File: config.mk
export PLATFORM = sky130hd
export DESIGN_NAME = url_domain_suffix_extractor_core_flat
export DESIGN_NICKNAME = d
export VERILOG_FILES = /design/src/hdl/udse_pkg.sv /design/src/hdl/udse_stream_if.sv /design/src/hdl/url_domain_suffix_extractor_core.sv /design/src/flat_wrapper.sv
export SDC_FILE = /design/constraint.sdc
export NUM_CORES = 1
export LEC_CHECK = 0
export BUFFER_PORTS_ARGS = -buffer_cell sky130_fd_sc_hd__buf_2
export CAP_MARGIN = 20
export CELL_PAD_IN_SITES_DETAIL_PLACEMENT = 0
export CELL_PAD_IN_SITES_GLOBAL_PLACEMENT = 1
export CORE_MARGIN = 2
export CORE_UTILIZATION = 49
export CTS_CLUSTER_SIZE = 40
export DETAILED_ROUTE_END_ITERATION = 8
export PLACE_DENSITY = 0.95
export SLEW_MARGIN = 5
export SYNTH_ARGS = -nofsm -noshare
export SYNTH_HDL_FRONTEND = slang
export SYNTH_SLANG_ARGS = --single-unit
File: constraint.sdc
create_clock -name clk -period 6.8 [get_ports clk]
set_clock_uncertainty 0.2 [all_clocks]
set_input_delay 1.7 -clock clk [delete_from_list [all_inputs] [get_ports clk]]
set_output_delay 1.7 -clock clk [all_outputs]
set_load 0.005 [all_outputs]
File: src/hdl/udse_pkg.sv
// Shared constants and types for the URL domain suffix extractor.
package udse_pkg;

    localparam int unsigned BYTE_W      = 8;
    localparam int unsigned COUNT_W     = 12;
    localparam int unsigned LABEL_W     = 3;
    localparam int unsigned TAIL_DEPTH  = 6;

    localparam int unsigned MAX_DOMAIN_LENGTH_DEFAULT = 4095;
    localparam int unsigned COUNT_CAP   = 4095;

    localparam logic [BYTE_W-1:0]  SLASH_CHAR  = 8'h2F;
    localparam logic [BYTE_W-1:0]  DOT_CHAR    = 8'h2E;
    localparam logic [LABEL_W-1:0] COUNTRY_LEN = 3'd2;
    localparam logic [LABEL_W-1:0] TYPE_LEN    = 3'd3;
    localparam logic [LABEL_W-1:0] LABEL_MAX   = 3'd7;

    typedef logic [BYTE_W-1:0] byte_t;

    typedef struct packed {
        logic [COUNT_W-1:0] domain_length;
        logic               length_overflow;
        logic               country_valid;
        byte_t              country_first;
        byte_t              country_second;
        logic               type_valid;
        byte_t              type_first;
        byte_t              type_second;
        byte_t              type_third;
    } result_word_t;

endpackage

File: src/hdl/udse_stream_if.sv
// Valid/ready channels for URL bytes in and domain results out.
interface udse_byte_if;
    logic                        valid;
    logic                        ready;
    logic [udse_pkg::BYTE_W-1:0] url_byte;
    logic                        last_byte;

    modport source (output valid, output url_byte, output last_byte, input ready);
    modport sink   (input valid, input url_byte, input last_byte, output ready);
endinterface

interface udse_result_if;
    logic                         valid;
    logic                         ready;
    logic [udse_pkg::COUNT_W-1:0] domain_length;
    logic                         length_overflow;
    logic                         country_valid;
    logic [udse_pkg::BYTE_W-1:0]  country_first;
    logic [udse_pkg::BYTE_W-1:0]  country_second;
    logic                         type_valid;
    logic [udse_pkg::BYTE_W-1:0]  type_first;
    logic [udse_pkg::BYTE_W-1:0]  type_second;
    logic [udse_pkg::BYTE_W-1:0]  type_third;

    modport source (
        output valid, output domain_length, output length_overflow,
        output country_valid, output country_first, output country_second,
        output type_valid, output type_first, output type_second, output type_third,
        input ready
    );
    modport sink (
        input valid, input domain_length, input length_overflow,
        input country_valid, input country_first, input country_second,
        input type_valid, input type_first, input type_second, input type_third,
        output ready
    );
endinterface

File: src/hdl/url_domain_suffix_extractor_core.sv
// Top level: streaming URL domain length, country and type label extractor.
//
// Usage:
//   in_ch carries one URL byte per word, last_byte marking the final byte.
//   out_ch carries one result word per URL, produced by the word that has
//   last_byte set; other words only update the running state.
//   The result is registered: it is valid in the cycle after its last byte is taken.
//   Throughput: one byte per cycle across URL boundaries, while the receiver
//   keeps taking results; the per-byte update is a 12-bit saturating
//   increment, a 6-byte shift and two 3-bit label counters, all combinational.
//   The result register parts the two sides: input stays ready while the
//   register is empty or being drained this cycle. When the receiver stalls
//   with a result held, input is held off only until that result is taken.
//   Reset (rst_n low, asynchronous) clears the count, flags, label lengths,
//   tail and the result valid; the block is ready in the first cycle after.
//   Each URL ends with the state returned to its reset values.
//   The domain length saturates at the smaller of MAX_DOMAIN_LENGTH and 4095.
module url_domain_suffix_extractor_core #(
    parameter int unsigned MAX_DOMAIN_LENGTH = udse_pkg::MAX_DOMAIN_LENGTH_DEFAULT
) (
    input  logic          clk,
    input  logic          rst_n,
    udse_byte_if.sink     in_ch,
    udse_result_if.source out_ch
);

    localparam int unsigned LimitInt =
        (MAX_DOMAIN_LENGTH > udse_pkg::COUNT_CAP) ? udse_pkg::COUNT_CAP : MAX_DOMAIN_LENGTH;
    localparam logic [udse_pkg::COUNT_W-1:0] CountLimit = udse_pkg::COUNT_W'(LimitInt);

    // Running per-URL state
    logic [udse_pkg::COUNT_W-1:0] count_reg,      count_next;
    logic                         slash_reg,      slash_next;
    logic                         dot_reg,        dot_next;
    logic [udse_pkg::LABEL_W-1:0] final_len_reg,  final_len_next;
    logic [udse_pkg::LABEL_W-1:0] prev_len_reg,   prev_len_next;
    udse_pkg::byte_t              tail_reg  [udse_pkg::TAIL_DEPTH];
    udse_pkg::byte_t              tail_next [udse_pkg::TAIL_DEPTH];

    // Result register
    logic                   out_valid_reg, out_valid_next;
    udse_pkg::result_word_t res_reg,       res_next;

    // State after the current byte, before any end-of-URL clear
    logic [udse_pkg::COUNT_W-1:0] count_upd;
    logic                         slash_upd;
    logic                         dot_upd;
    logic [udse_pkg::LABEL_W-1:0] final_len_upd;
    logic [udse_pkg::LABEL_W-1:0] prev_len_upd;
    udse_pkg::byte_t              tail_upd [udse_pkg::TAIL_DEPTH];

    logic in_accept;
    logic take_byte;
    logic is_dot;
    logic country_hit;

    // Accept while the result register is empty or emptying this cycle
    assign in_ch.ready = !out_valid_reg || out_ch.ready;
    assign in_accept   = in_ch.valid && in_ch.ready;

    assign take_byte = !slash_reg && (in_ch.url_byte != udse_pkg::SLASH_CHAR);
    assign is_dot    = (in_ch.url_byte == udse_pkg::DOT_CHAR);

    // Per-byte update of the domain state
    always_comb
    begin
        count_upd     = count_reg;
        slash_upd     = slash_reg || (in_ch.url_byte == udse_pkg::SLASH_CHAR);
        dot_upd       = dot_reg;
        final_len_upd = final_len_reg;
        prev_len_upd  = prev_len_reg;
        for (int i = 0; i < udse_pkg::TAIL_DEPTH; i++)
        begin
            tail_upd[i] = tail_reg[i];
        end
        if (take_byte)
        begin
            if (count_reg < CountLimit)
            begin
                count_upd = count_reg + 1'b1;
            end
            // shift the tail, newest byte last
            for (int i = 0; i < udse_pkg::TAIL_DEPTH - 1; i++)
            begin
                tail_upd[i] = tail_reg[i+1];
            end
            tail_upd[udse_pkg::TAIL_DEPTH-1] = in_ch.url_byte;
            if (is_dot)
            begin
                dot_upd       = 1'b1;
                prev_len_upd  = final_len_reg;
                final_len_upd = '0;
            end
            else if (final_len_reg < udse_pkg::LABEL_MAX)
            begin
                final_len_upd = final_len_reg + 1'b1;
            end
        end
    end

    // Result word from the updated state
    assign country_hit = (final_len_upd == udse_pkg::COUNTRY_LEN);

    always_comb
    begin
        res_next                 = '0;
        res_next.domain_length   = count_upd;
        res_next.length_overflow = (count_upd == CountLimit);
        res_next.country_valid   = country_hit;
        if (country_hit)
        begin
            res_next.country_first  = tail_upd[4];
            res_next.country_second = tail_upd[5];
        end
        if (final_len_upd == udse_pkg::TYPE_LEN)
        begin
            // final label is itself the type
            res_next.type_valid  = 1'b1;
            res_next.type_first  = tail_upd[3];
            res_next.type_second = tail_upd[4];
            res_next.type_third  = tail_upd[5];
        end
        else if (country_hit && dot_upd && (prev_len_upd == udse_pkg::TYPE_LEN))
        begin
            // type label sits just before the country code
            res_next.type_valid  = 1'b1;
            res_next.type_first  = tail_upd[0];
            res_next.type_second = tail_upd[1];
            res_next.type_third  = tail_upd[2];
        end
    end

    // Next state: hold when idle, advance on a word, clear at end of URL
    always_comb
    begin
        count_next     = count_reg;
        slash_next     = slash_reg;
        dot_next       = dot_reg;
        final_len_next = final_len_reg;
        prev_len_next  = prev_len_reg;
        for (int i = 0; i < udse_pkg::TAIL_DEPTH; i++)
        begin
            tail_next[i] = tail_reg[i];
        end
        if (in_accept)
        begin
            if (in_ch.last_byte)
            begin
                count_next     = '0;
                slash_next     = 1'b0;
                dot_next       = 1'b0;
                final_len_next = '0;
                prev_len_next  = '0;
                for (int i = 0; i < udse_pkg::TAIL_DEPTH; i++)
                begin
                    tail_next[i] = '0;
                end
            end
            else
            begin
                count_next     = count_upd;
                slash_next     = slash_upd;
                dot_next       = dot_upd;
                final_len_next = final_len_upd;
                prev_len_next  = prev_len_upd;
                for (int i = 0; i < udse_pkg::TAIL_DEPTH; i++)
                begin
                    tail_next[i] = tail_upd[i];
                end
            end
        end
    end

    // Result valid: load on a last byte, drop when taken
    always_comb
    begin
        out_valid_next = out_valid_reg;
        if (in_accept && in_ch.last_byte)
        begin
            out_valid_next = 1'b1;
        end
        else if (out_ch.ready)
        begin
            out_valid_next = 1'b0;
        end
    end

    always_ff @(posedge clk or negedge rst_n)
    begin
        if (!rst_n)
        begin
            count_reg     <= '0;
            slash_reg     <= 1'b0;
            dot_reg       <= 1'b0;
            final_len_reg <= '0;
            prev_len_reg  <= '0;
            out_valid_reg <= 1'b0;
            for (int i = 0; i < udse_pkg::TAIL_DEPTH; i++)
            begin
                tail_reg[i] <= '0;
            end
        end
        else
        begin
            count_reg     <= count_next;
            slash_reg     <= slash_next;
            dot_reg       <= dot_next;
            final_len_reg <= final_len_next;
            prev_len_reg  <= prev_len_next;
            out_valid_reg <= out_valid_next;
            for (int i = 0; i < udse_pkg::TAIL_DEPTH; i++)
            begin
                tail_reg[i] <= tail_next[i];
            end
        end
    end

    // Result payload needs no reset
    always_ff @(posedge clk)
    begin
        if (in_accept && in_ch.last_byte)
        begin
            res_reg <= res_next;
        end
    end

    assign out_ch.valid           = out_valid_reg;
    assign out_ch.domain_length   = res_reg.domain_length;
    assign out_ch.length_overflow = res_reg.length_overflow;
    assign out_ch.country_valid   = res_reg.country_valid;
    assign out_ch.country_first   = res_reg.country_first;
    assign out_ch.country_second  = res_reg.country_second;
    assign out_ch.type_valid      = res_reg.type_valid;
    assign out_ch.type_first      = res_reg.type_first;
    assign out_ch.type_second     = res_reg.type_second;
    assign out_ch.type_third      = res_reg.type_third;

endmodule

File: src/flat_wrapper.sv
// flat-port wrapper written by rule: the top's interface ports become plain ports
module url_domain_suffix_extractor_core_flat 
#(
    parameter int unsigned MAX_DOMAIN_LENGTH = udse_pkg::MAX_DOMAIN_LENGTH_DEFAULT
)
  (clk, rst_n, in_ch_valid, in_ch_url_byte, in_ch_last_byte, in_ch_ready, out_ch_valid, out_ch_domain_length, out_ch_length_overflow, out_ch_country_valid, out_ch_country_first, out_ch_country_second, out_ch_type_valid, out_ch_type_first, out_ch_type_second, out_ch_type_third, out_ch_ready);
  udse_byte_if in_ch_i ();
  udse_result_if out_ch_i ();
  input  logic clk;
  input  logic rst_n;
  input wire logic [$bits(in_ch_i.valid)-1:0] in_ch_valid;
  input wire logic [$bits(in_ch_i.url_byte)-1:0] in_ch_url_byte;
  input wire logic [$bits(in_ch_i.last_byte)-1:0] in_ch_last_byte;
  output wire logic [$bits(in_ch_i.ready)-1:0] in_ch_ready;
  output wire logic [$bits(out_ch_i.valid)-1:0] out_ch_valid;
  output wire logic [$bits(out_ch_i.domain_length)-1:0] out_ch_domain_length;
  output wire logic [$bits(out_ch_i.length_overflow)-1:0] out_ch_length_overflow;
  output wire logic [$bits(out_ch_i.country_valid)-1:0] out_ch_country_valid;
  output wire logic [$bits(out_ch_i.country_first)-1:0] out_ch_country_first;
  output wire logic [$bits(out_ch_i.country_second)-1:0] out_ch_country_second;
  output wire logic [$bits(out_ch_i.type_valid)-1:0] out_ch_type_valid;
  output wire logic [$bits(out_ch_i.type_first)-1:0] out_ch_type_first;
  output wire logic [$bits(out_ch_i.type_second)-1:0] out_ch_type_second;
  output wire logic [$bits(out_ch_i.type_third)-1:0] out_ch_type_third;
  input wire logic [$bits(out_ch_i.ready)-1:0] out_ch_ready;
  assign in_ch_i.valid = in_ch_valid;
  assign in_ch_i.url_byte = in_ch_url_byte;
  assign in_ch_i.last_byte = in_ch_last_byte;
  assign in_ch_ready = in_ch_i.ready;
  assign out_ch_valid = out_ch_i.valid;
  assign out_ch_domain_length = out_ch_i.domain_length;
  assign out_ch_length_overflow = out_ch_i.length_overflow;
  assign out_ch_country_valid = out_ch_i.country_valid;
  assign out_ch_country_first = out_ch_i.country_first;
  assign out_ch_country_second = out_ch_i.country_second;
  assign out_ch_type_valid = out_ch_i.type_valid;
  assign out_ch_type_first = out_ch_i.type_first;
  assign out_ch_type_second = out_ch_i.type_second;
  assign out_ch_type_third = out_ch_i.type_third;
  assign out_ch_i.ready = out_ch_ready;
  url_domain_suffix_extractor_core #(.MAX_DOMAIN_LENGTH(MAX_DOMAIN_LENGTH)) u_core (.clk(clk), .rst_n(rst_n), .in_ch(in_ch_i), .out_ch(out_ch_i));
endmodule
# Word-level counts from Yosys, hierarchy flattened
# Index checks and enable logic that the tools add are counted.
[word_totals]
regBits = 124
output_inout_bits = 57
input_bits = 13
[classes]
add_sub_neg = 2
eq_ne = 7
n_mux = 20
magnitude_cmp = 2
reduce_logical = 10
[ops]
columns = ["cell", "count"]
rows = [
  ["$mux 48", 2],
  ["$mux 12", 3],
  ["$mux 25", 1],
  ["$mux 24", 1],
  ["$mux 3", 7],
  ["$eq 8x6->1 const B", 2],
  ["$add 12x1->12 const B", 1],
  ["$eq 12x12->1 const B", 1],
  ["$lt 12x12->1 const B", 1],
  ["$eq 3x2->1 const B", 3],
  ["$ne 8x6->1 const B", 1],
  ["$mux 1", 6],
  ["$logic_and 1x1->1", 5],
  ["$add 3x1->3 const B", 1],
  ["$lt 3x3->1 const B", 1],
  ["$logic_not 1->1", 2],
  ["$logic_or 1x1->1", 2],
  ["$reduce_bool 2->1", 1],
]

# Logic depth before layout (Yosys ltp)
[depth]
depth_word = 9
depth_mapped = 9
ltp_nobuf = 7

# Least setup slack after synthesis
# OpenSTA, ideal clock, no wires.
[synth_path]
kind = "input to register"
start = "input in_ch_url_byte[4]"
end = "register u_core.res_reg, in the netlist u_core.out_ch.type_third[4] (data pin)"
required_time_ps = 6345
setup_ps = 255
cell_stages = 8
setup_slack_ps = 2774
t_arrival_ps = 3571
n_path_buf = 2
cell_sequence = "or4b_4 -> or4_1 -> buf_2 -> mux2_4 -> nand2_4 -> buf_6 -> o22ai_1 -> and2_1"
[synth_rtl]
columns = ["element", "line", "text"]
rows = [
  ["from (decl)", "flat_wrapper.sv:12", "input wire logic [$bits(in_ch_i.url_byte)-1:0] in_ch_url_byte;"],
  ["to (signal assigned)", "url_domain_suffix_extractor_core.sv:223", "res_reg <= res_next;"],
  ["to (decl)", "url_domain_suffix_extractor_core.sv:42", "udse_pkg::result_word_t res_reg, res_next;"],
]

==> impl_metrics.csv <==
group,metric,value,unit
timing,hold_violations,0,
hold_path,hold_class,"flip-flop to flip-flop",
final_layout,multi_input_area,0.00249,mm2
global_routing,grtUsageMet3,0.0596,
final_layout,n_fill_cell,1003,
synth,ys_types,50,
synth,syn_avg_cell_area,10.3,um2
critical_path,required,6760,ps
final_layout,regArea,0.00338,mm2
critical_path,r2r-start,"u_core.count_reg[0]",
floorplanning,die-width,115,um
cts,numCtsBuffers,17,
global_routing,track_usage,0.231,
synth,synth_cells,587,
floorplanning,die_h,115,um
route,vias,4823,
place,gp_congestion,0.869,
synth,synth-simple-area-share,0.146,
cts,clock-sinks,124,
critical_path,arrival,4630,ps
hold_path,hp-start,"u_core.dot_reg",
global_routing,overflow,0,
timing,tightest_slew,1070,ps
cts,post_cts.repair.setup_buffers,0,
global_routing,antenna_found_initial,1,
timing,slew_violations,0,
job,cap_violations,0,
synth,synthArstFlopShare,0.556,
route,wl_per_cell,17.6,um
final_layout,final_nets,658,
synth,syn_area,0.00607,mm2
floorplanning,design.core.area,0.0121,mm2
floorplanning,die_area,0.0133,mm2
critical_path,crit_fanout,41,
floorplanning,io_pins,70,
power_and_ir_drop,p_leak,2.73,nW
floorplanning,row_count,40,
timing,tns,0,ps
critical_path,critPathLaunchType,"input port",
final_layout,diodes,0,
place,hpwl,9.13,mm
power_and_ir_drop,p_per_area,268,mW/mm2
timing,max_freq,0.214,GHz
final_layout,fin_util,0.584,
synth,synthAdderAreaFrac,0.00412,
final_layout,final_cell_mix,"nand2_1, buf_2, dfrtp_1, o21ai_0, edfxtp_1",
cts,cts_hold_buf,0,
timing,whs,315,ps
final_layout,final_common_cell,"nand2_1",
timing,period_share,0.686,
synth,synth_nets,602,
final_layout,largest_reg_flops,48,
critical_path,worst-setup-path-type,"input port to flip-flop",
cts,path_clk_slew,60,ps
global_routing,grt_pass1_vias,4537,
route,drt_wl_total,14.5,mm
cts,clockBufferDepth,2,
final_layout,syn_to_final_growth,16.1,%
route,drt_pass1_iterations,5,
power_and_ir_drop,vdd_drop_max,0.179,mV
synth,synth_seq_area_share,0.557,
timing,finalCriticalPeriod,4660,ps
synth,synth_edf_count,55,
synth,synth-xor-area-share,0.00866,
cts,htree_levels,4,
cts,clockRootBuffer,"clkbuf_16",
cts,cts_tree,"built",
synth,synth_top_family_by_area,"compound AO/OA/AOI/OAI gates",
cts,clock_latency,410,ps
global_routing,grt_pass1_wl,23.6,mm
timing,slew_headroom,0.278,
synth,synth.mux.area_fraction,0.0555,
global_routing,grt_busiest_layer,"met2",
synth,synth_ff_type,"dfrtp_1",
timing,grt_setup_unrepaired,"no",
global_routing,grtUsageMet2,0.345,
synth,synth_compound_area_frac,0.194,
cts,cts_resized,0,
critical_path,critPathCaptureType,"flip-flop",
place,port_buffers,69,
synth,yosysWarnings,0,
global_routing,grt_max_degree,70,
synth,ys_seq_elements,124,
route,drc,0,
final_layout,drive_gt1_frac,0.183,
critical_path,startpoint,"in_ch_url_byte[4]",
global_routing,met1_usage,0.328,
status,status,"complete, no violations",
timing,finalSetupViolations,0,
route,avgViaCountPerCell,5.85,
route,ant_nets,0,
route,dr.first_iter.drc_count,451,
floorplanning,start_util,0.503,
==> report_power, final <==
part / total (W) / internal, W / switching, W
Clock: 0.000778 / 0.000458 / 0.000320
Sequential: 0.000886 / 0.000841 / 0.0000459
Combinational: 0.000223 / 0.0000815 / 0.000141
Total: 0.00189 / 0.00138 / 0.000507
==> final timing paths <==
kind                                            endpoint  slack, ps  cells after the start
max                         u_core.out_ch.type_second[0]       2140                      7
min                                       u_core.dot_reg        320                      2
max reg2reg                u_core.out_ch.length_overflow       3770                      7
min reg2reg                               u_core.dot_reg        320                      2
max in group asynchronous            u_core.tail_reg[22]       4520                      2
min in group asynchronous            u_core.count_reg[9]       1290                      2
==> worst max-delay path, stage by stage <==
cell and delay [ps]:
buf_2 130, nor4b_1 920, a31o_4 620, buf_4 510
mux2i_1 420, o22ai_1 120, and2_1 190
==> final cells by class <==
type | count | share of cell area
clock inverter | 13 | 0.0112
timing repair buffer | 79 | 0.0614
sequential | 124 | 0.479
inverter | 6 | 0.00320
clock buffer | 19 | 0.0614
tap | 168 | 0.0298
multi-input combinational | 415 | 0.353
==> cells in the mapped netlist, types with 2 or more instances <==
cell,instances,area [um2]
or3_1,2,12.5
a31oi_1,2,12.5
and4b_1,3,30.0
buf_6,2,22.5
edfxtp_1,55,1650
dfrtp_1,69,1730
buf_4,2,15.0
nor2_1,26,97.6
buf_2,10,50.1
xor2_1,3,26.3
a22o_1,8,70.1
nor2b_1,5,31.3
and2_1,18,113
o22ai_1,17,106
nand2b_1,5,31.3
o21ai_0,63,315
a22oi_1,49,368
a21oi_1,23,115
mux2i_1,31,310
nand3_1,8,40.0
and3_1,6,37.5
a211oi_1,2,15.0
ha_1,2,25.0
xnor2_1,3,26.3
o31ai_1,2,15.0
nand2_1,103,387
clkbuf_1,28,105
nor3_1,6,30.0
o21a_1,8,60.1
inv_1,6,22.5
==> logic make-up after synthesis <==
family	count (synthesis)
simple gates	190
compound gates	184
flops	124
buf+inv	48
mux	33
xor+xnor	6
fa+ha+maj	2
==> metrics by stage <==
step | setup WS, ps | cells | instance area [um2] | total power, W
2_1_floorplan | 2770 | 587 | 6070 | 0.00103
6_report | 2140 | 824 | 7050 | 0.00189
5_1_grt | 2010 | 824 | 7050 | 0.00197
3_3_place_gp | 1920 | 791 | 6510 | 0.00111
4_1_cts | 2240 | 823 | 7030 | 0.00189
3_5_place_dp | 1830 | 791 | 6510 | 0.00112
==> metal layers <==
layer  vias up  part of all wire  routed length [um]
li1       2264                 -                   -
met1      2333              0.46                6620
met2       209              0.46                6660
met3        15             0.070                1020
met4         2             0.012                 171
met5         -           0.00090                  13
Note: power is estimated with default switching activity, not from simulation.
